File: src/rtl/btb_pkg.sv
package btb_pkg;

    localparam int MAX_DIGITS    = 10;
    localparam int VALUE_W       = 32;
    localparam int DIGIT_W       = 4;
    localparam int CNT_W         = 4;
    localparam int BCD_W         = MAX_DIGITS * DIGIT_W;
    localparam int LIMIT_W       = 34;
    localparam int BITS_PER_STEP = 4;
    localparam int CONV_STEPS    = VALUE_W / BITS_PER_STEP;
    localparam int STEP_CNT_W    = $clog2(CONV_STEPS);

    localparam logic [CNT_W-1:0] DIGIT_COUNT_RESET = CNT_W'(3);

    // Classified transaction sitting in the queue between front and back
    typedef struct packed {
        logic [VALUE_W-1:0] value;
        logic [CNT_W-1:0]   ndig;
        logic               overflow;
    } job_t;

    // Converted transaction handed from the converter to the digit scanner
    typedef struct packed {
        logic [BCD_W-1:0] bcd;
        logic [CNT_W-1:0] ndig;
        logic             overflow;
    } conv_res_t;

    // Clamp the programmed digit count to 1..MAX_DIGITS
    function automatic logic [CNT_W-1:0] sat_digits(input logic [CNT_W-1:0] n);
        logic [CNT_W-1:0] r;
        r = n;
        if (n == CNT_W'(0)) begin
            r = CNT_W'(1);
        end
        else if (n > CNT_W'(MAX_DIGITS)) begin
            r = CNT_W'(MAX_DIGITS);
        end
        return r;
    endfunction

    // 10^n for n = 1..10
    function automatic logic [LIMIT_W-1:0] pow10(input logic [CNT_W-1:0] n);
        logic [LIMIT_W-1:0] r;
        unique case (n)
            4'd1:    r = 34'd10;
            4'd2:    r = 34'd100;
            4'd3:    r = 34'd1000;
            4'd4:    r = 34'd10000;
            4'd5:    r = 34'd100000;
            4'd6:    r = 34'd1000000;
            4'd7:    r = 34'd10000000;
            4'd8:    r = 34'd100000000;
            4'd9:    r = 34'd1000000000;
            4'd10:   r = 34'd10000000000;
            default: r = 34'd10;
        endcase
        return r;
    endfunction

endpackage

File: src/rtl/btb_if.sv
interface btb_in_if;
    logic                          valid;
    logic                          ready;
    logic [btb_pkg::VALUE_W-1:0]   value;

    modport source (output valid, output value, input ready);
    modport sink   (input valid, input value, output ready);
endinterface

interface btb_cfg_if;
    logic                        valid;
    logic                        ready;
    logic [btb_pkg::CNT_W-1:0]   digit_count;

    modport source (output valid, output digit_count, input ready);
    modport sink   (input valid, input digit_count, output ready);
endinterface

interface btb_out_if;
    logic                          valid;
    logic                          ready;
    logic [btb_pkg::CNT_W-1:0]     digit_position;
    logic [btb_pkg::DIGIT_W-1:0]   bcd_digit;
    logic                          overflow;
    logic                          last;

    modport source (output valid, output digit_position, output bcd_digit,
                    output overflow, output last, input ready);
    modport sink   (input valid, input digit_position, input bcd_digit,
                    input overflow, input last, output ready);
endinterface

File: src/rtl/btb_front.sv
module btb_front (
    input  logic            clk,
    input  logic            rst_n,
    btb_in_if.sink          samples,
    btb_cfg_if.sink         cfg,
    input  logic            q_full,
    output logic            q_push,
    output btb_pkg::job_t   q_job
);

    logic [btb_pkg::CNT_W-1:0] digit_count_reg;
    logic [btb_pkg::CNT_W-1:0] ndig;

    assign cfg.ready = 1'b1;

    always_ff @(posedge clk or negedge rst_n)
    begin
        if (!rst_n)
        begin
            digit_count_reg <= btb_pkg::DIGIT_COUNT_RESET;
        end
        else if (cfg.valid)
        begin
            digit_count_reg <= cfg.digit_count;
        end
    end

    // Overflow check against 10^n, done once per transaction at entry
    assign ndig          = btb_pkg::sat_digits(digit_count_reg);
    assign samples.ready = !q_full;
    assign q_push        = samples.valid && !q_full;
    assign q_job.value   = samples.value;
    assign q_job.ndig    = ndig;
    assign q_job.overflow =
        ({(btb_pkg::LIMIT_W - btb_pkg::VALUE_W)'(0), samples.value} >= btb_pkg::pow10(ndig));

endmodule

File: src/rtl/btb_queue.sv
module btb_queue (
    input  logic            clk,
    input  logic            rst_n,
    input  logic            push,
    input  btb_pkg::job_t   push_job,
    output logic            full,
    input  logic            pop,
    output btb_pkg::job_t   pop_job,
    output logic            not_empty
);

    btb_pkg::job_t entries [2];
    logic       wr_ptr_reg;
    logic       rd_ptr_reg;
    logic [1:0] count_reg;

    assign full      = (count_reg == 2'd2);
    assign not_empty = (count_reg != 2'd0);
    assign pop_job   = entries[rd_ptr_reg];

    always_ff @(posedge clk)
    begin
        if (push)
        begin
            entries[wr_ptr_reg] <= push_job;
        end
    end

    always_ff @(posedge clk or negedge rst_n)
    begin
        if (!rst_n)
        begin
            wr_ptr_reg <= 1'b0;
            rd_ptr_reg <= 1'b0;
            count_reg  <= 2'd0;
        end
        else
        begin
            if (push)
            begin
                wr_ptr_reg <= !wr_ptr_reg;
            end
            if (pop)
            begin
                rd_ptr_reg <= !rd_ptr_reg;
            end
            if (push && !pop)
            begin
                count_reg <= count_reg + 2'd1;
            end
            else if (pop && !push)
            begin
                count_reg <= count_reg - 2'd1;
            end
        end
    end

endmodule

File: src/rtl/btb_conv.sv
module btb_conv (
    input  logic                 clk,
    input  logic                 rst_n,
    input  logic                 q_valid,
    input  btb_pkg::job_t        q_job,
    output logic                 q_pop,
    output logic                 res_valid,
    output btb_pkg::conv_res_t   res,
    input  logic                 res_take
);

    typedef enum logic {C_IDLE, C_BUSY} conv_state_t;

    conv_state_t                      state_reg;
    logic [btb_pkg::STEP_CNT_W-1:0]   step_reg;
    logic [btb_pkg::BCD_W-1:0]        bcd_reg;
    logic [btb_pkg::VALUE_W-1:0]      bin_reg;
    logic [btb_pkg::CNT_W-1:0]        ndig_reg;
    logic                             res_valid_reg;
    btb_pkg::conv_res_t               res_reg;
    logic [btb_pkg::BCD_W-1:0]        bcd_next;
    logic [btb_pkg::VALUE_W-1:0]      bin_next;
    logic                             res_load;

    // Shift-and-add-3, four bits per cycle
    always_comb
    begin
        bcd_next = bcd_reg;
        bin_next = bin_reg;
        for (int s = 0; s < btb_pkg::BITS_PER_STEP; s++)
        begin
            for (int d = 0; d < btb_pkg::MAX_DIGITS; d++)
            begin
                if (bcd_next[d*btb_pkg::DIGIT_W +: btb_pkg::DIGIT_W] >= 4'd5)
                begin
                    bcd_next[d*btb_pkg::DIGIT_W +: btb_pkg::DIGIT_W] =
                        bcd_next[d*btb_pkg::DIGIT_W +: btb_pkg::DIGIT_W] + 4'd3;
                end
            end
            {bcd_next, bin_next} = {bcd_next[btb_pkg::BCD_W-2:0], bin_next, 1'b0};
        end
    end

    assign q_pop     = (state_reg == C_IDLE) && q_valid && (!res_valid_reg || res_take);
    assign res_valid = res_valid_reg;
    assign res       = res_reg;

    // Result slot is filled by an overflow pop or by the last conversion step
    assign res_load  = (q_pop && q_job.overflow)
                    || ((state_reg == C_BUSY)
                        && (step_reg == btb_pkg::STEP_CNT_W'(btb_pkg::CONV_STEPS - 1)));

    always_ff @(posedge clk or negedge rst_n)
    begin
        if (!rst_n)
        begin
            state_reg     <= C_IDLE;
            step_reg      <= '0;
            res_valid_reg <= 1'b0;
        end
        else
        begin
            if (res_load)
            begin
                res_valid_reg <= 1'b1;
            end
            else if (res_take)
            begin
                res_valid_reg <= 1'b0;
            end
            unique case (state_reg)
                C_IDLE:
                begin
                    if (q_pop)
                    begin
                        if (q_job.overflow)
                        begin
                            // Nothing to convert: hand over the flag right away
                            res_reg.bcd      <= '0;
                            res_reg.ndig     <= q_job.ndig;
                            res_reg.overflow <= 1'b1;
                        end
                        else
                        begin
                            bin_reg   <= q_job.value;
                            bcd_reg   <= '0;
                            ndig_reg  <= q_job.ndig;
                            step_reg  <= '0;
                            state_reg <= C_BUSY;
                        end
                    end
                end
                C_BUSY:
                begin
                    bcd_reg  <= bcd_next;
                    bin_reg  <= bin_next;
                    step_reg <= step_reg + 1'b1;
                    if (step_reg == btb_pkg::STEP_CNT_W'(btb_pkg::CONV_STEPS - 1))
                    begin
                        res_reg.bcd      <= bcd_next;
                        res_reg.ndig     <= ndig_reg;
                        res_reg.overflow <= 1'b0;
                        state_reg        <= C_IDLE;
                    end
                end
                default:
                begin
                    state_reg <= C_IDLE;
                end
            endcase
        end
    end

endmodule

File: src/rtl/btb_emit.sv
module btb_emit (
    input  logic                 clk,
    input  logic                 rst_n,
    input  logic                 res_valid,
    input  btb_pkg::conv_res_t   res,
    output logic                 res_take,
    btb_out_if.source            digits
);

    typedef enum logic {E_IDLE, E_SCAN} emit_state_t;

    emit_state_t                     state_reg;
    logic [btb_pkg::BCD_W-1:0]       bcd_reg;
    logic [btb_pkg::CNT_W-1:0]       ndig_reg;
    logic                            ovf_reg;
    logic [btb_pkg::CNT_W-1:0]       pos_reg;
    logic                            out_valid_reg;
    logic [btb_pkg::CNT_W-1:0]       out_pos_reg;
    logic [btb_pkg::DIGIT_W-1:0]     out_bcd_reg;
    logic                            out_ovf_reg;
    logic                            out_last_reg;
    logic                            out_free;
    logic                            out_load;
    logic                            is_last;
    logic [btb_pkg::CNT_W-1:0]       nib_idx;

    assign res_take = res_valid && (state_reg == E_IDLE);
    assign out_free = !out_valid_reg || digits.ready;
    assign out_load = (state_reg == E_SCAN) && out_free;
    assign is_last  = ovf_reg || (pos_reg == ndig_reg - 4'd1);
    // Most significant digit first: position 0 reads nibble ndig-1
    assign nib_idx  = ndig_reg - 4'd1 - pos_reg;

    assign digits.valid          = out_valid_reg;
    assign digits.digit_position = out_pos_reg;
    assign digits.bcd_digit      = out_bcd_reg;
    assign digits.overflow       = out_ovf_reg;
    assign digits.last           = out_last_reg;

    always_ff @(posedge clk or negedge rst_n)
    begin
        if (!rst_n)
        begin
            state_reg     <= E_IDLE;
            out_valid_reg <= 1'b0;
        end
        else
        begin
            if (out_load)
            begin
                out_valid_reg <= 1'b1;
            end
            else if (out_valid_reg && digits.ready)
            begin
                out_valid_reg <= 1'b0;
            end
            unique case (state_reg)
                E_IDLE:
                begin
                    if (res_take)
                    begin
                        bcd_reg   <= res.bcd;
                        ndig_reg  <= res.ndig;
                        ovf_reg   <= res.overflow;
                        pos_reg   <= '0;
                        state_reg <= E_SCAN;
                    end
                end
                E_SCAN:
                begin
                    if (out_free)
                    begin
                        out_pos_reg   <= pos_reg;
                        out_ovf_reg   <= ovf_reg;
                        out_last_reg  <= is_last;
                        out_bcd_reg   <= ovf_reg ? '0 :
                            bcd_reg[nib_idx*btb_pkg::DIGIT_W +: btb_pkg::DIGIT_W];
                        pos_reg       <= pos_reg + 4'd1;
                        if (is_last)
                        begin
                            state_reg <= E_IDLE;
                        end
                    end
                end
                default:
                begin
                    state_reg <= E_IDLE;
                end
            endcase
        end
    end

endmodule

File: src/rtl/binary_to_bcd_digit_scan.sv
// Binary to BCD converter feeding a multiplexed digit display.
//
// Channels (valid/ready, a transaction moves when both are high):
//   samples : one 32-bit unsigned value per transaction.
//   cfg     : write of digit_count (number of digits shown, clamped 1..10).
//             Always ready; write it only while the block is idle.
//   digits  : one transaction per display digit, most significant first,
//             carrying digit_position, bcd_digit and last. A value that
//             does not fit in digit_count digits yields a single transaction
//             with overflow and last set.
// Digits go out one per cycle while the sink is ready. The double-dabble
// converter works 4 bits a cycle and takes a new value only once the last
// one is done; the digit scanner likewise takes a new result only when
// idle. A two-entry queue between the input side and the converter keeps
// samples ready while a conversion is under way.
// Reset: digit_count returns to 3, queue and pipeline are emptied.
// Receiver stall: the output register holds; the scanner, converter and
// queue fill up in turn, then samples.ready drops.
module binary_to_bcd_digit_scan (
    input  logic        clk,
    input  logic        rst_n,
    btb_in_if.sink      samples,
    btb_cfg_if.sink     cfg,
    btb_out_if.source   digits
);

    // Front to queue
    logic                 q_full;
    logic                 q_push;
    btb_pkg::job_t        q_in_job;

    // Queue to converter
    logic                 q_pop;
    logic                 q_not_empty;
    btb_pkg::job_t        q_out_job;

    // Converter to digit scanner
    logic                 res_valid;
    logic                 res_take;
    btb_pkg::conv_res_t   res;

    // Front: config register, overflow classification
    btb_front u_front (
        .clk     (clk),
        .rst_n   (rst_n),
        .samples (samples),
        .cfg     (cfg),
        .q_full  (q_full),
        .q_push  (q_push),
        .q_job   (q_in_job)
    );

    btb_queue u_queue (
        .clk       (clk),
        .rst_n     (rst_n),
        .push      (q_push),
        .push_job  (q_in_job),
        .full      (q_full),
        .pop       (q_pop),
        .pop_job   (q_out_job),
        .not_empty (q_not_empty)
    );

    // Back: iterative conversion, then digit-by-digit scan out
    btb_conv u_conv (
        .clk       (clk),
        .rst_n     (rst_n),
        .q_valid   (q_not_empty),
        .q_job     (q_out_job),
        .q_pop     (q_pop),
        .res_valid (res_valid),
        .res       (res),
        .res_take  (res_take)
    );

    btb_emit u_emit (
        .clk       (clk),
        .rst_n     (rst_n),
        .res_valid (res_valid),
        .res       (res),
        .res_take  (res_take),
        .digits    (digits)
    );

endmodule

File: src/flat_wrapper.sv
// flat-port wrapper written by rule: the top's interface ports become plain ports
module binary_to_bcd_digit_scan_flat 
  (clk, rst_n, samples_valid, samples_value, samples_ready, cfg_valid, cfg_digit_count, cfg_ready, digits_valid, digits_digit_position, digits_bcd_digit, digits_overflow, digits_last, digits_ready);
  btb_in_if samples_i ();
  btb_cfg_if cfg_i ();
  btb_out_if digits_i ();
  input  logic clk;
  input  logic rst_n;
  input wire logic [$bits(samples_i.valid)-1:0] samples_valid;
  input wire logic [$bits(samples_i.value)-1:0] samples_value;
  output wire logic [$bits(samples_i.ready)-1:0] samples_ready;
  input wire logic [$bits(cfg_i.valid)-1:0] cfg_valid;
  input wire logic [$bits(cfg_i.digit_count)-1:0] cfg_digit_count;
  output wire logic [$bits(cfg_i.ready)-1:0] cfg_ready;
  output wire logic [$bits(digits_i.valid)-1:0] digits_valid;
  output wire logic [$bits(digits_i.digit_position)-1:0] digits_digit_position;
  output wire logic [$bits(digits_i.bcd_digit)-1:0] digits_bcd_digit;
  output wire logic [$bits(digits_i.overflow)-1:0] digits_overflow;
  output wire logic [$bits(digits_i.last)-1:0] digits_last;
  input wire logic [$bits(digits_i.ready)-1:0] digits_ready;
  assign samples_i.valid = samples_valid;
  assign samples_i.value = samples_value;
  assign samples_ready = samples_i.ready;
  assign cfg_i.valid = cfg_valid;
  assign cfg_i.digit_count = cfg_digit_count;
  assign cfg_ready = cfg_i.ready;
  assign digits_valid = digits_i.valid;
  assign digits_digit_position = digits_i.digit_position;
  assign digits_bcd_digit = digits_i.bcd_digit;
  assign digits_overflow = digits_i.overflow;
  assign digits_last = digits_i.last;
  assign digits_i.ready = digits_ready;
  binary_to_bcd_digit_scan u_core (.clk(clk), .rst_n(rst_n), .samples(samples_i), .cfg(cfg_i), .digits(digits_i));
endmodule
File: config.mk
export PLATFORM = sky130hd
export DESIGN_NAME = binary_to_bcd_digit_scan_flat
export DESIGN_NICKNAME = d
export VERILOG_FILES = /design/src/rtl/btb_pkg.sv /design/src/rtl/btb_if.sv /design/src/rtl/btb_front.sv /design/src/rtl/btb_queue.sv /design/src/rtl/btb_conv.sv /design/src/rtl/btb_emit.sv /design/src/rtl/binary_to_bcd_digit_scan.sv /design/src/flat_wrapper.sv
export SDC_FILE = /design/constraint.sdc
export NUM_CORES = 1
export LEC_CHECK = 0
export BUFFER_PORTS_ARGS = -buffer_cell sky130_fd_sc_hd__buf_2
export CAP_MARGIN = 20
export CORE_MARGIN = 2
export CORE_UTILIZATION = 57
export DETAILED_ROUTE_END_ITERATION = 12
export GPL_ROUTABILITY_DRIVEN = 0
export HOLD_SLACK_MARGIN = 0.15
export PLACE_DENSITY = 0.77
export SETUP_SLACK_MARGIN = 0.1
export SYNTH_ARGS = -nofsm -noshare
export SYNTH_HDL_FRONTEND = slang
export SYNTH_HIERARCHICAL = 1
export SYNTH_SLANG_ARGS = --single-unit
File: constraint.sdc
create_clock -name clk -period 5.2 [get_ports clk]
set_clock_uncertainty 0.05 [all_clocks]
set_input_delay 1.04 -clock clk [delete_from_list [all_inputs] [get_ports clk]]
set_output_delay 1.04 -clock clk [all_outputs]
set_load 0.02 [all_outputs]
==> results.md, run 1 <==
| Stage | Parameter | Value |
|:---|:---|:---|
| outcome | Status | finished clean |
| layout | Number of nets in the final layout | 1,467 |
| layout | Layout-stage area growth over the synthesis result | 8.49% |
| clock tree | CTS sink cnt | 269 |
| logic synthesis | Cell variety after synth | 108 |
| logic synthesis | Multiplexer share of the synthesized area | 9.76% |
| timing | Slew margin rel. | 35.8% |
| drt | Pre-Repair DR Iteration Count | 5 |
| logic synthesis | Average cell area after synthesis | 12.0 sq um |
| timing | Final hold viol count | 0 |
| setup path | Startpoint-to-endpoint class of the critical path | register to register |
| clock tree | Number of buffers added by the clock tree synthesis step | 27 |
| floorplanning | Die width | 171 um |
| timing | Worst-case setup margin in the final layout | 998 ps |
| logic synthesis | XOR/XNOR share of the synthesized area | 2.02% |
| grt | Total global routing track utilization | 20.7% |
| drt | Wire length per cell after detailed routing | 17.2 um |
| layout | Filler cell count in the final layout | 2,081 |
| layout | Antenna Cells | 0 |
| layout | Commonest non-fill, non-tap cells in the layout | sky130_fd_sc_hd__edfxtp_1 (254), sky130_fd_sc_hd__a21oi_1 (83), sky130_fd_sc_hd__nand2_1 (81) |
| grt | Wire length of the first global-routing pass | 49,000 um |
| timing | Worst-Margin Slew | 961 ps |
| clock tree | Deepest clock path buffer count | 3 |
| clock tree | Clock latency reported for the late side of the worst-skew pair | 550 ps |
| place | IO buf count | 52 |
| timing | Pins over their slew limit | 0 |
| clock tree | Postcts setup bufs | 0 |
| timing | Max frequency | 238 MHz |
| logic synthesis | Cell area after technology mapping | 0.0158 sq mm |
| layout | Finished Core Util | 62.3% |
| drt | Antenna-violating nets left | 0 |
| timing | Number of setup violations in the final report | 0 |
| logic synthesis | Fraction of the mapped netlist area in adder cells | 6.44% |
| setup path | Arrival time of data at the critical path endpoint | 4450 ps |
| timing | Worst-case hold slack | 357 ps |
| grt | Antenna violations before repair | 0 |
| drt | Total number of vias | 10,400 |
| logic synthesis | Simple-gate area share of the yosys netlist | 11.0% |
| logic synthesis | Combinational family with the most area after synthesis | compound AO/OA/AOI/OAI gates |
| layout | Ratio of cells with drive above 1 in the final layout | 20.6% |
| setup path | Kind of launch point of the worst setup path | register |
| drt | Drt drc | 0 |
| setup path | Worst reg2reg path startpoint | u_core/u_conv/bcd_reg[36] |
| logic synthesis | Warnings, synthesis | 6 |
| logic synthesis | Number of storage elements in the synthesis netlist | 269 |
| timing | Aggregate negative setup slack | 0 ps |
| layout | Commonest non-fill, non-tap cell in the layout | sky130_fd_sc_hd__edfxtp_1 |
| setup path | CP Max Fanout | 6 |
| drt | Number of vias per cell | 5.97 |
| logic synthesis | Proportion of synthesized chip area in sequential cells | 50.6% |
| logic synthesis | Gate count of the mapped netlist | 1,322 |
| place | Post-detailed-placement half-perimeter wirelength | 21,100 um |
| setup path | Required arrival time at the worst endpoint | 5450 ps |
| place | Pre-CTS worst setup slack | 1070 ps |
| floorplanning | Die Ht | 171 um |
| logic synthesis | Main area contributors after synthesis | sky130_fd_sc_hd__edfxtp_1 (48%), sky130_fd_sc_hd__ha_1 (6.2%), sky130_fd_sc_hd__mux2_2 (4.6%) |
| setup path | Nature of the critical path endpoint | register |
| clock tree | Root Buffer Master | sky130_fd_sc_hd__clkbuf_16 |
| drt | Final wirelength | 30,000 um |
| clock tree | CTS H-tree depth | 1 |
| logic synthesis | Post-synth EDFFs | 254 |
| grt | Global-route congestion overflow total | 0 |
| floorplanning | Number of primary I/O pins | 54 |
| clock tree | Cells resized by post-CTS repair | 0 |
| timing | Final critical-path share of the clock period | 80.8% |
| logic synthesis | Post-synthesis compound-gate area fraction | 15.9% |
| setup path | Crit. Startpoint | u_core/u_conv/bcd_reg[36] |
| floorplanning | Row cnt | 61 |
| logic synthesis | Net count after synthesis | 1,443 |
| floorplanning | Starting density of the core | 57.5% |
| layout | Max reg flops | 74 |
| floorplanning | Die Outline Area | 0.0291 sq mm |
| job | Number of violations of the max-capacitance limit | 0 |
| timing | Period minus WS final | 4200 ps |
| logic synthesis | Top flip-flop cell by instance count after synthesis | sky130_fd_sc_hd__edfxtp_1 |
| timing | RSZ-0062 raised after global routing | false |
| logic synthesis | Area share of the leading cell type in the synthesized netlist | 48.2% |
| logic synthesis | Proportion of register bits with asynchronous set or reset after synthesis | 5.58% |
| hold path | Min-Delay Startpoint | u_core/u_conv/res[23] |
| drt | Iteration-0 DRC Markers | 754 |
| hold path | Worst min-delay path category | register to register |
| grt | Via count of the first global-routing pass | 10,000 |
| grt | Pin count of the biggest net entering global routing | 59 |
| clock tree | Quantity of hold-fixing buffers added after cts | 0 |
| floorplanning | Core footprint | 0.0276 sq mm |
| clock tree | Clock slew seen by the registers of the worst setup and hold paths | 60 ps |
| clock tree | Clock tree from TritonCTS | built |
| logic synthesis | Dominant cell type by area after synthesis | sky130_fd_sc_hd__edfxtp_1 |
[worst max-delay path, cell delays in order, from the launching register on]
cell	delay, ps
sky130_fd_sc_hd__edfxtp_1	430
sky130_fd_sc_hd__ha_1	210
sky130_fd_sc_hd__nand2b_1	150
sky130_fd_sc_hd__a21oi_2	220
sky130_fd_sc_hd__xnor2_1	270
sky130_fd_sc_hd__inv_1	120
sky130_fd_sc_hd__ha_1	230
sky130_fd_sc_hd__o21ai_0	190
sky130_fd_sc_hd__a31oi_1	150
sky130_fd_sc_hd__inv_1	110
sky130_fd_sc_hd__ha_1	200
sky130_fd_sc_hd__nand3b_1	90
sky130_fd_sc_hd__a22oi_1	150
sky130_fd_sc_hd__o221ai_1	210
sky130_fd_sc_hd__xnor2_1	340
sky130_fd_sc_hd__ha_1	260
sky130_fd_sc_hd__nand2b_1	90
sky130_fd_sc_hd__a21oi_2	190
sky130_fd_sc_hd__mux2i_1	100
sky130_fd_sc_hd__and2_1	190
[stage by stage]
stage	instance area (sq um)	std cells
after detailed placement	16200	1693
after CTS	17100	1743
after global placement	16200	1693
after floorplan	15800	1322
after global routing	17200	1745
final	17200	1745
[logic make-up after synthesis]
family	Yosys count
AO/OA/AOI/OAI	359
AND/OR/NAND/NOR	329
flip-flops	269
buffers and inverters	132
multiplexers	120
adder cells (fa/ha/maj)	81
XOR/XNOR	31
other	1
[cell type report]
type / count / area (sq um) / area share (%)
Sequential cell: 269 / 8010 / 46.6
Multi-Input combinational cell: 921 / 7170 / 41.7
Clock buffer: 35 / 726 / 4.23
Tap cell: 378 / 473 / 2.75
Timing Repair Buffer: 62 / 380 / 2.21
Inverter: 65 / 248 / 1.44
Clock inverter: 15 / 171 / 0.998
[metal layers]
layer	share of wire [%]	up-vias	track usage (%)
li1	-	5052	-
met1	44	5035	27.9
met2	50	284	35.9
met3	4.7	48	2.57
met4	1.9	0	5.05
met5	0	-	0
[final timing paths]
kind,slack (ps),cells past startpoint,endpoint
worst min register to register,360,0,u_core/u_emit/bcd_reg[18]
worst min-delay path,360,0,u_core/u_emit/bcd_reg[18]
max in group asynchronous,4320,1,u_core/u_front/digit_count_reg[0]
worst max register to register,1000,19,u_core/u_conv/bcd_reg[38]
min in group asynchronous,410,1,u_core/u_queue/wr_ptr_reg
worst max-delay path,1000,19,u_core/u_conv/bcd_reg[38]
[cells in the mapped netlist (12+ instances only)]
cell / number
sky130_fd_sc_hd__edfxtp_1: 254
sky130_fd_sc_hd__a21oi_1: 83
sky130_fd_sc_hd__nand2_1: 81
sky130_fd_sc_hd__ha_1: 79
sky130_fd_sc_hd__mux2_2: 64
sky130_fd_sc_hd__inv_1: 58
sky130_fd_sc_hd__o21ai_0: 56
sky130_fd_sc_hd__nor2_1: 53
sky130_fd_sc_hd__buf_4: 34
sky130_fd_sc_hd__nand2b_1: 30
sky130_fd_sc_hd__nor3_1: 28
sky130_fd_sc_hd__nor2b_1: 27
sky130_fd_sc_hd__mux2_4: 25
sky130_fd_sc_hd__o21ai_1: 21
sky130_fd_sc_hd__mux2i_1: 20
sky130_fd_sc_hd__a21o_1: 19
sky130_fd_sc_hd__and2_1: 19
sky130_fd_sc_hd__o211ai_1: 18
sky130_fd_sc_hd__a211oi_1: 17
sky130_fd_sc_hd__a31oi_1: 16
sky130_fd_sc_hd__clkbuf_1: 16
sky130_fd_sc_hd__nand3_1: 16
sky130_fd_sc_hd__o21a_1: 16
sky130_fd_sc_hd__xnor2_1: 15
sky130_fd_sc_hd__dfrtp_1: 13
sky130_fd_sc_hd__nor3b_1: 13
sky130_fd_sc_hd__or3_1: 13
sky130_fd_sc_hd__a211o_1: 12
sky130_fd_sc_hd__a21oi_2: 12
Power of run 1 is not shown: default switching activity piles up to over one toggle a cycle in this logic, so the estimate is an artifact.
==> inputs of run 2 (changes only) <==
Settings changed: ABC_AREA from default to 1, CORE_UTILIZATION 57 to 60.
Clock period 5.2 ns to 4.1 ns, I/O delays scaled along.
==> run 2 against run 1 <==
Non-clock buffer count increased by 5. Sequential cell count unchanged. Cell count increased by 20%. Maximum frequency increased by 10%. Cell area about the same. First-iteration DRC count decreased by 11%. Critical path depth increased by 3. Highest routed layer unchanged.
==> results.md, run 2 <==
| Stage | Parameter | Value | vs previous |
|:---|:---|:---|:---|
| outcome | Status | finished clean |  |
| clock tree | Quantity of hold-fixing buffers added after cts | 0 | unchanged |
| logic synthesis | Proportion of register bits with asynchronous set or reset after synthesis | 5.58% | unchanged |
| grt | Pin count of the biggest net entering global routing | 50 | -15% |
| timing | Number of setup violations in the final report | 0 | unchanged |
| layout | Final cell area excluding filler cells | 0.0172 sq mm | about the same |
| logic synthesis | Average cell area after synthesis | 9.23 sq um | -23% |
| setup path | Worst-path cell chain | buf_4 > ha_1 > nand2_1 > nand3b_1 > xor2_2 > ha_1 > o21ai_2 > nand2_2 > xor2_2 > ha_2 > inv_1 > o211ai_1 > nand2_1 > xor2_2 > inv_1 > ha_1 > inv_1 > nand2_1 > nand3_1 > nand2_2 > nor2_1 > nor2_2 |  |
| logic synthesis | Fraction of the mapped netlist area in adder cells | 6.42% | -0.025 points |
| layout | Commonest non-fill, non-tap cells in the layout | sky130_fd_sc_hd__nand2_1 (511), sky130_fd_sc_hd__edfxtp_1 (254), sky130_fd_sc_hd__inv_1 (247) |  |
| grt | Layer with the highest usage after global routing | met2 |  |
| timing | Aggregate negative setup slack | 0 ps | unchanged |
| setup path | Nature of the critical path endpoint | register |  |
| drt | Antenna-violating nets left | 0 | unchanged |
| timing | Worst-Margin Slew | 887 ps | -74.2 ps |
| drt | Pre-Repair DR Iteration Count | 6 | +1 |
| setup path | CP Max Fanout | 4 | -2 |
| clock tree | Number of buffers added by the clock tree synthesis step | 28 | +3.7% |
| logic synthesis | Warnings, synthesis | 6 | unchanged |
| layout | Footprint of the multi-input gates | 0.00644 sq mm | -10% |
| logic synthesis | Simple-gate area share of the yosys netlist | 24.9% | +14 points |
| logic synthesis | Main area contributors after synthesis | sky130_fd_sc_hd__edfxtp_1 (49%), sky130_fd_sc_hd__nand2_1 (12%), sky130_fd_sc_hd__ha_1 (6.3%) |  |
| layout | Filler cell count in the final layout | 1,986 | -4.6% |
| layout | Ratio of cells with drive above 1 in the final layout | 17.5% | -3.1 points |
| drt | Number of vias per cell | 5.33 | -11% |
| drt | Final wirelength | 29,300 um | -2.4% |
| grt | Met3 capacity usage during global routing | 2.34% | -0.23 points |
| clock tree | Clock slew seen by the registers of the worst setup and hold paths | 70 ps | about the same |
| drt | Wire length per cell after detailed routing | 14.0 um | -19% |
| layout | Antenna Cells | 0 | unchanged |
| setup path | Kind of launch point of the worst setup path | register |  |
| place | Number of placed instances with taps included | 2,044 | +21% |
| timing | Final critical-path share of the clock period | 92.8% | +12 points |
| drt | Iteration-0 DRC Markers | 670 | -11% |
| layout | Finished Layout Cells | 2,101 | +20% |
| logic synthesis | Top flip-flop cell by instance count after synthesis | sky130_fd_sc_hd__edfxtp_1 |  |
| place | Total cell area at the placement stage | 0.0162 sq mm | -0.45% |
| logic synthesis | Cell area after technology mapping | 0.0157 sq mm | -0.72% |
| layout | Layout-stage area growth over the synthesis result | 9.31% |  |
| logic synthesis | Gate count of the mapped netlist | 1,703 | +29% |
| timing | Final hold viol count | 0 | unchanged |
| job | Number of violations of the max-capacitance limit | 0 | unchanged |
| floorplanning | Die width | 166 um | -2.8% |
| drt | Total number of vias | 11,200 | +7.6% |
| floorplanning | Core footprint | 0.0259 sq mm | -6.0% |
| clock tree | Clock latency reported for the late side of the worst-skew pair | 530 ps | -20 ps |
| floorplanning | Die Ht | 166 um | -2.8% |
| floorplanning | Row cnt | 59 | -3.3% |
| logic synthesis | Library cell with the highest instance count after synthesis | sky130_fd_sc_hd__nand2_1 |  |
| grt | Via count of the first global-routing pass | 10,900 | +8.4% |
| logic synthesis | Post-synth EDFFs | 254 | unchanged |
| clock tree | CTS H-tree depth | 1 | unchanged |
| setup path | Arrival time of data at the critical path endpoint | 4040 ps | -410 ps |
| logic synthesis | Net count after synthesis | 1,824 | +26% |
| setup path | Master of the slowest instance on the critical path | sky130_fd_sc_hd__edfxtp_1 |  |
| setup path | Family of cells with the greatest summed delay on the critical path | simple AND/OR/NAND/NOR gates |  |
| clock tree | Clock tree from TritonCTS | built |  |
| setup path | Startpoint-to-endpoint class of the critical path | register to register |  |
| logic synthesis | Most common library cells after synthesis | sky130_fd_sc_hd__nand2_1 (514), sky130_fd_sc_hd__edfxtp_1 (254), sky130_fd_sc_hd__inv_1 (249) |  |
| layout | Commonest non-fill, non-tap cell in the layout | sky130_fd_sc_hd__nand2_1 |  |
| grt | Wire length of the first global-routing pass | 48,900 um | -0.27% |
| timing | Max frequency | 263 MHz | +10% |
| layout | Max reg flops | 74 | unchanged |
| clock tree | CTS sink cnt | 269 | unchanged |
| setup path | Delay of the slowest cell on the worst path | 420 ps | about the same |
| timing | Slew margin rel. | 40.7% | +4.9 points |
| layout | Total area of sequential cells | 0.00801 sq mm | unchanged |
| layout | Number of nets in the final layout | 1,865 | +27% |
| grt | Met2 demand-to-capacity share in global routing | 39.5% | +3.6 points |
| logic synthesis | Number of storage elements in the synthesis netlist | 269 | unchanged |
| setup path | Count of buffer and inverter cells on the critical path | 4 | +2 |
| place | IO buf count | 52 | unchanged |
| grt | Total global routing track utilization | 21.1% | +0.31 points |
| floorplanning | Starting density of the core | 60.7% | +3.2 points |
| logic synthesis | Area share of the leading cell type in the synthesized netlist | 48.5% | +0.35 points |
| grt | Global-route congestion overflow total | 0 | unchanged |
| logic synthesis | Cell variety after synth | 49 | -55% |
| floorplanning | Number of primary I/O pins | 54 | unchanged |
| logic synthesis | XOR/XNOR share of the synthesized area | 0.947% | -1.1 points |
| timing | Period minus WS final | 3810 ps | -395 ps |
| drt | Drt drc | 0 | unchanged |
| floorplanning | Die Outline Area | 0.0275 sq mm | -5.6% |
| clock tree | Root Buffer Master | sky130_fd_sc_hd__clkbuf_16 |  |
| grt | Antenna violations before repair | 0 | unchanged |
| place | Post-detailed-placement half-perimeter wirelength | 21,100 um | about the same |
| clock tree | Deepest clock path buffer count | 3 | unchanged |
| layout | Finished Core Util | 66.3% | +4.0 points |
| setup path | Required arrival time at the worst endpoint | 4330 ps | -1120 ps |
| hold path | Worst min-delay path category | primary input to asynchronous set/reset pin |  |
| logic synthesis | Proportion of synthesized chip area in sequential cells | 50.9% | +0.37 points |
| logic synthesis | Combinational family with the most area after synthesis | simple AND/OR/NAND/NOR gates |  |
| timing | Pins over their slew limit | 0 | unchanged |
| logic synthesis | Post-synthesis compound-gate area fraction | 4.96% | -11 points |
| logic synthesis | Dominant cell type by area after synthesis | sky130_fd_sc_hd__edfxtp_1 |  |
| grt | Met1 Resource Use GR | 26.1% | -1.8 points |
| logic synthesis | Multiplexer share of the synthesized area | 3.13% | -6.6 points |
[run 2: changes by cell type after synthesis, sizes merged, moves of 27 or more]
| cell | before | now |
|---|---|---|
| mux2 | 90 | 37 |
| nand2 | 81 | 587 |
| nand2b | 30 | 0 |
| a21oi | 96 | 58 |
| nand3 | 16 | 139 |
| inv | 64 | 262 |
| nor2b | 27 | 0 |
[run 2: final cells by class]
type	instances	share of cell area, %
timing repair buffer	67	2.32
sequential	269	46.6
multi-input combinational	1114	37.5
tap	335	2.44
clock buffer	36	4.49
clock inverter	16	0.910
inverter	264	5.77
[run 2: path summary, 6_finish.rpt]
check	start	endpoint	slack (ps)	depth (start not counted)
setup / recovery	u_core/u_conv/bcd_reg[36]	u_core/u_conv/bcd_reg[37]	290	22
hold / removal	rst_n	u_core/u_emit/state_reg	190	2
hold reg to reg	u_core/u_conv/res[23]	u_core/u_emit/bcd_reg[18]	360	0
max in group asynchronous	rst_n	u_core/u_front/digit_count_reg[0]	3540	2
min in group clk	u_core/u_conv/res[23]	u_core/u_emit/bcd_reg[18]	360	0
setup reg to reg	u_core/u_conv/bcd_reg[36]	u_core/u_conv/bcd_reg[37]	290	22
[run 2: layer usage]
layer | routed length, um | up-vias
li1 | - | 5645
met1 | 12500 | 5306
met2 | 15200 | 224
met3 | 1110 | 31
met4 | 446 | 0
met5 | 0 | -
[run 2: through the flow]
step / setup slack (ps) / hold WS [ps]
final: 293 / 188
after global routing: -45.2 / 197
after CTS: 325 / 175
after detailed placement: 347 / 355
after global placement: 618 / 351
after floorplan: 536 / 350
[run 2: cells by family after synthesis]
group           Yosys count
simple gates            846
mux                      37
buf+inv                 320
compound gates          136
other cells               1
xor+xnor                 14
flops                   269
fa+ha+maj                80
[run 2: worst register-to-register path, cell delays in order, from the launching register on]
cell	delay, ps
sky130_fd_sc_hd__edfxtp_1	420
sky130_fd_sc_hd__buf_4	150
sky130_fd_sc_hd__ha_1	180
sky130_fd_sc_hd__nand2_1	60
sky130_fd_sc_hd__nand3b_1	150
sky130_fd_sc_hd__xor2_2	230
sky130_fd_sc_hd__ha_1	220
sky130_fd_sc_hd__o21ai_2	160
sky130_fd_sc_hd__nand2_2	100
sky130_fd_sc_hd__xor2_2	250
sky130_fd_sc_hd__ha_2	230
sky130_fd_sc_hd__inv_1	40
sky130_fd_sc_hd__o211ai_1	200
sky130_fd_sc_hd__nand2_1	140
sky130_fd_sc_hd__xor2_2	200
sky130_fd_sc_hd__inv_1	90
sky130_fd_sc_hd__ha_1	190
sky130_fd_sc_hd__inv_1	50
sky130_fd_sc_hd__nand2_1	40
sky130_fd_sc_hd__nand3_1	90
sky130_fd_sc_hd__nand2_2	80
sky130_fd_sc_hd__nor2_1	150
sky130_fd_sc_hd__nor2_2	60
[run 2: what timing repair did]
action                                  CTS  global route
setup buffers                             0             5
endpoints found under the setup margin    0             4
resized for setup                         0            16
Power of run 2 is left out for the same reason.
==> inputs of run 3 (changes only) <==
--- a/config.mk
+++ b/config.mk
@@ -12,2 +12,3 @@
 export CORE_UTILIZATION = 60
+export CTS_CLUSTER_SIZE = 14
 export DETAILED_ROUTE_END_ITERATION = 12
==> constraint.sdc (replaced) <==
create_clock -name clk -period 4.1 [get_ports clk]
set_clock_uncertainty 0.05 [all_clocks]
set_input_delay 0.205 -clock clk [delete_from_list [all_inputs] [get_ports clk]]
set_output_delay 0.205 -clock clk [all_outputs]
set_load 0.02 [all_outputs]
==> run 3 against run 2 <==
Sequential share of layout area down 1.1 points. Maximum frequency increased by 0.42%. Critical path depth up 1. Worst setup slack gained 16 ps. Cell count grew 2.0%. Die area unchanged. Worst hold slack improved by 33 ps. Global-route usage increased by 2.0 points. Register-to-register slack better by 20 ps. Highest routed layer unchanged.
==> results.md, run 3 (synthesized netlist as in run 2, its figures left out) <==
| Stage | Parameter | Value | vs previous |
|:---|:---|:---|:---|
| outcome | Status | finished clean |  |
| setup path | Worst-path cell chain | inv_2 > ha_1 > inv_1 > nand2_1 > nand3b_1 > xor2_2 > ha_1 > o21ai_2 > nand2_2 > xor2_2 > ha_2 > inv_1 > o211ai_1 > nand2_1 > xor2_2 > inv_1 > ha_1 > nand2_1 > nand3_1 > nand2_2 > nand2_1 > nand2_1 > nor2_1 |  |
| clock tree | Clock slew seen by the registers of the worst setup and hold paths | 60 ps | about the same |
| timing | Pins over their slew limit | 0 | unchanged |
| job | Number of violations of the max-capacitance limit | 0 | unchanged |
| setup path | Nature of the critical path endpoint | register |  |
| clock tree | Deepest clock path buffer count | 3 | unchanged |
| grt | Via count of the first global-routing pass | 11,600 | +6.5% |
| drt | Antenna-violating nets left | 0 | unchanged |
| setup path | Arrival time of data at the critical path endpoint | 4010 ps | -30 ps |
| drt | Routed wl met3 | 1550 um | +39% |
| drt | Final wirelength | 31,800 um | +8.5% |
| floorplanning | Row cnt | 59 | unchanged |
| drt | Top metal layer carrying routed signals | met4 |  |
| timing | Slew margin rel. | 41.1% | +0.38 points |
| layout | Antenna Cells | 0 | unchanged |
| floorplanning | Die Ht | 166 um | unchanged |
| clock tree | CTS H-tree depth | 1 | unchanged |
| setup path | Family of cells with the greatest summed delay on the critical path | simple AND/OR/NAND/NOR gates |  |
| hold path | Worst min-delay path category | primary input to asynchronous set/reset pin |  |
| timing | Worst-Margin Slew | 881 ps | -5.74 ps |
| drt | WL met1 | 13,000 um | +3.4% |
| grt | Antenna violations before repair | 0 | unchanged |
| drt | Total number of vias | 11,500 | +2.9% |
| timing | Aggregate negative setup slack | 0 ps | unchanged |
| layout | Commonest non-fill, non-tap cell in the layout | sky130_fd_sc_hd__nand2_1 |  |
| layout | Number of nets in the final layout | 1,909 | +2.4% |
| clock tree | Root Buffer Master | sky130_fd_sc_hd__clkbuf_16 |  |
| clock tree | Clock latency reported for the late side of the worst-skew pair | 530 ps | about the same |
| drt | Iteration-0 DRC Markers | 738 | +10% |
| setup path | Delay of the slowest cell on the worst path | 400 ps | -20 ps |
| grt | Total global routing track utilization | 23.1% | +2.0 points |
| floorplanning | Die Outline Area | 0.0275 sq mm | unchanged |
| setup path | Startpoint-to-endpoint class of the critical path | register to register |  |
| setup path | Register-to-register setup slack | 310 ps | +20 ps |
| grt | Pin count of the biggest net entering global routing | 50 | unchanged |
| floorplanning | Core footprint | 0.0259 sq mm | unchanged |
| layout | Ratio of cells with drive above 1 in the final layout | 16.3% | -1.2 points |
| drt | Met2 WL | 16,500 um | +8.3% |
| timing | Final critical-path share of the clock period | 92.5% | -0.39 points |
| setup path | CP Max Fanout | 4 | unchanged |
| clock tree | CTS sink cnt | 269 | unchanged |
| timing | Number of setup violations in the final report | 0 | unchanged |
| drt | Wire length per cell after detailed routing | 14.8 um | +6.4% |
| grt | Wire length of the first global-routing pass | 53,000 um | +8.4% |
| setup path | Required arrival time at the worst endpoint | 4320 ps | about the same |
| layout | Commonest non-fill, non-tap cells in the layout | sky130_fd_sc_hd__nand2_1 (510), sky130_fd_sc_hd__edfxtp_1 (254), sky130_fd_sc_hd__inv_1 (247) |  |
| clock tree | Clock tree from TritonCTS | built |  |
| timing | Max frequency | 264 MHz | +0.42% |
| place | Post-detailed-placement half-perimeter wirelength | 21,300 um | +0.98% |
| place | IO buf count | 52 | unchanged |
| grt | Global-route congestion overflow total | 0 | unchanged |
| timing | Final hold viol count | 0 | unchanged |
| clock tree | Number of buffers added by the clock tree synthesis step | 28 | unchanged |
| timing | RSZ-0062 raised after global routing | false |  |
| timing | Period minus WS final | 3790 ps | -15.9 ps |
| layout | Max reg flops | 74 | unchanged |
| setup path | Kind of launch point of the worst setup path | register |  |
| drt | Pre-Repair DR Iteration Count | 7 | +1 |
| floorplanning | Die width | 166 um | unchanged |
| setup path | Count of buffer and inverter cells on the critical path | 4 | unchanged |
| drt | Drt drc | 0 | unchanged |
| drt | Number of vias per cell | 5.38 | +0.79% |
| setup path | Crit-path most repeated cell | sky130_fd_sc_hd__nand2_1 |  |
| layout | Filler cell count in the final layout | 1,894 | -4.6% |
| setup path | Master of the slowest instance on the critical path | sky130_fd_sc_hd__edfxtp_1 |  |
| floorplanning | Starting density of the core | 60.7% | unchanged |
| floorplanning | Number of primary I/O pins | 54 | unchanged |
| layout | Layout-stage area growth over the synthesis result | 11.9% |  |
run 3: changes by cell type in the layout (fill, tap and decap cells not counted), sizes merged:
cell         before  now
clkinvlp          4    2
dlygate4sd3       0   48
clkbuf           36   41
inv             265  262
clkinv            9    8
buf              67   63
run 3: what timing repair did:
item / 4_1_cts / 5_1_grt
hold buffers: 48 / 0
gates resized for setup: 0 / 12
buffers inserted: 0 / 2
endpoints found under the hold margin: 86 / 0
endpoints found under the setup margin: 0 / 6
run 3: worst paths after layout:
check	from	to	cells after the start
setup / recovery	u_core/u_conv/bcd_reg[36]	u_core/u_conv/bcd_reg[38]	23
hold / removal	rst_n	u_core/u_front/digit_count_reg[0]	2
setup reg to reg	u_core/u_conv/bcd_reg[36]	u_core/u_conv/bcd_reg[38]	23
hold reg to reg	u_core/u_conv/res[3]	u_core/u_emit/ndig_reg[2]	0
max in group asynchronous	rst_n	u_core/u_conv/state_reg	3
min in group clk	u_core/u_conv/res[3]	u_core/u_emit/ndig_reg[2]	0
run 3: through the flow:
stage	utilization [%]	hold WS, ps	setup slack (ps)	instance area (sq um)	cells
after floorplan	-	-141	536	15700	1703
after global placement	62.3	119	617	16100	2042
after detailed placement	62.3	122	263	16100	2042
after CTS	67.6	213	232	17500	2141
after global routing	67.9	261	22.1	17600	2144
final	67.9	221	309	17600	2144
run 3: layout make-up:
class,instances,area [sq um],area share (%)
clock buffers,41,781,4.44
clock inverters,10,103,0.583
inverters,264,991,5.64
multi-input cells,1114,6420,36.5
flip-flops and latches,269,8010,45.5
well taps,335,419,2.38
repair buffers,111,861,4.90
run 3: per-layer routing:
layer / vias up / track usage, %
li1: 5726 / -
met1: 5380 / 27.0
met2: 340 / 44.3
met3: 80 / 3.15
met4: 0 / 6.01
met5: - / 0
Power of run 3 is left out for the same reason.
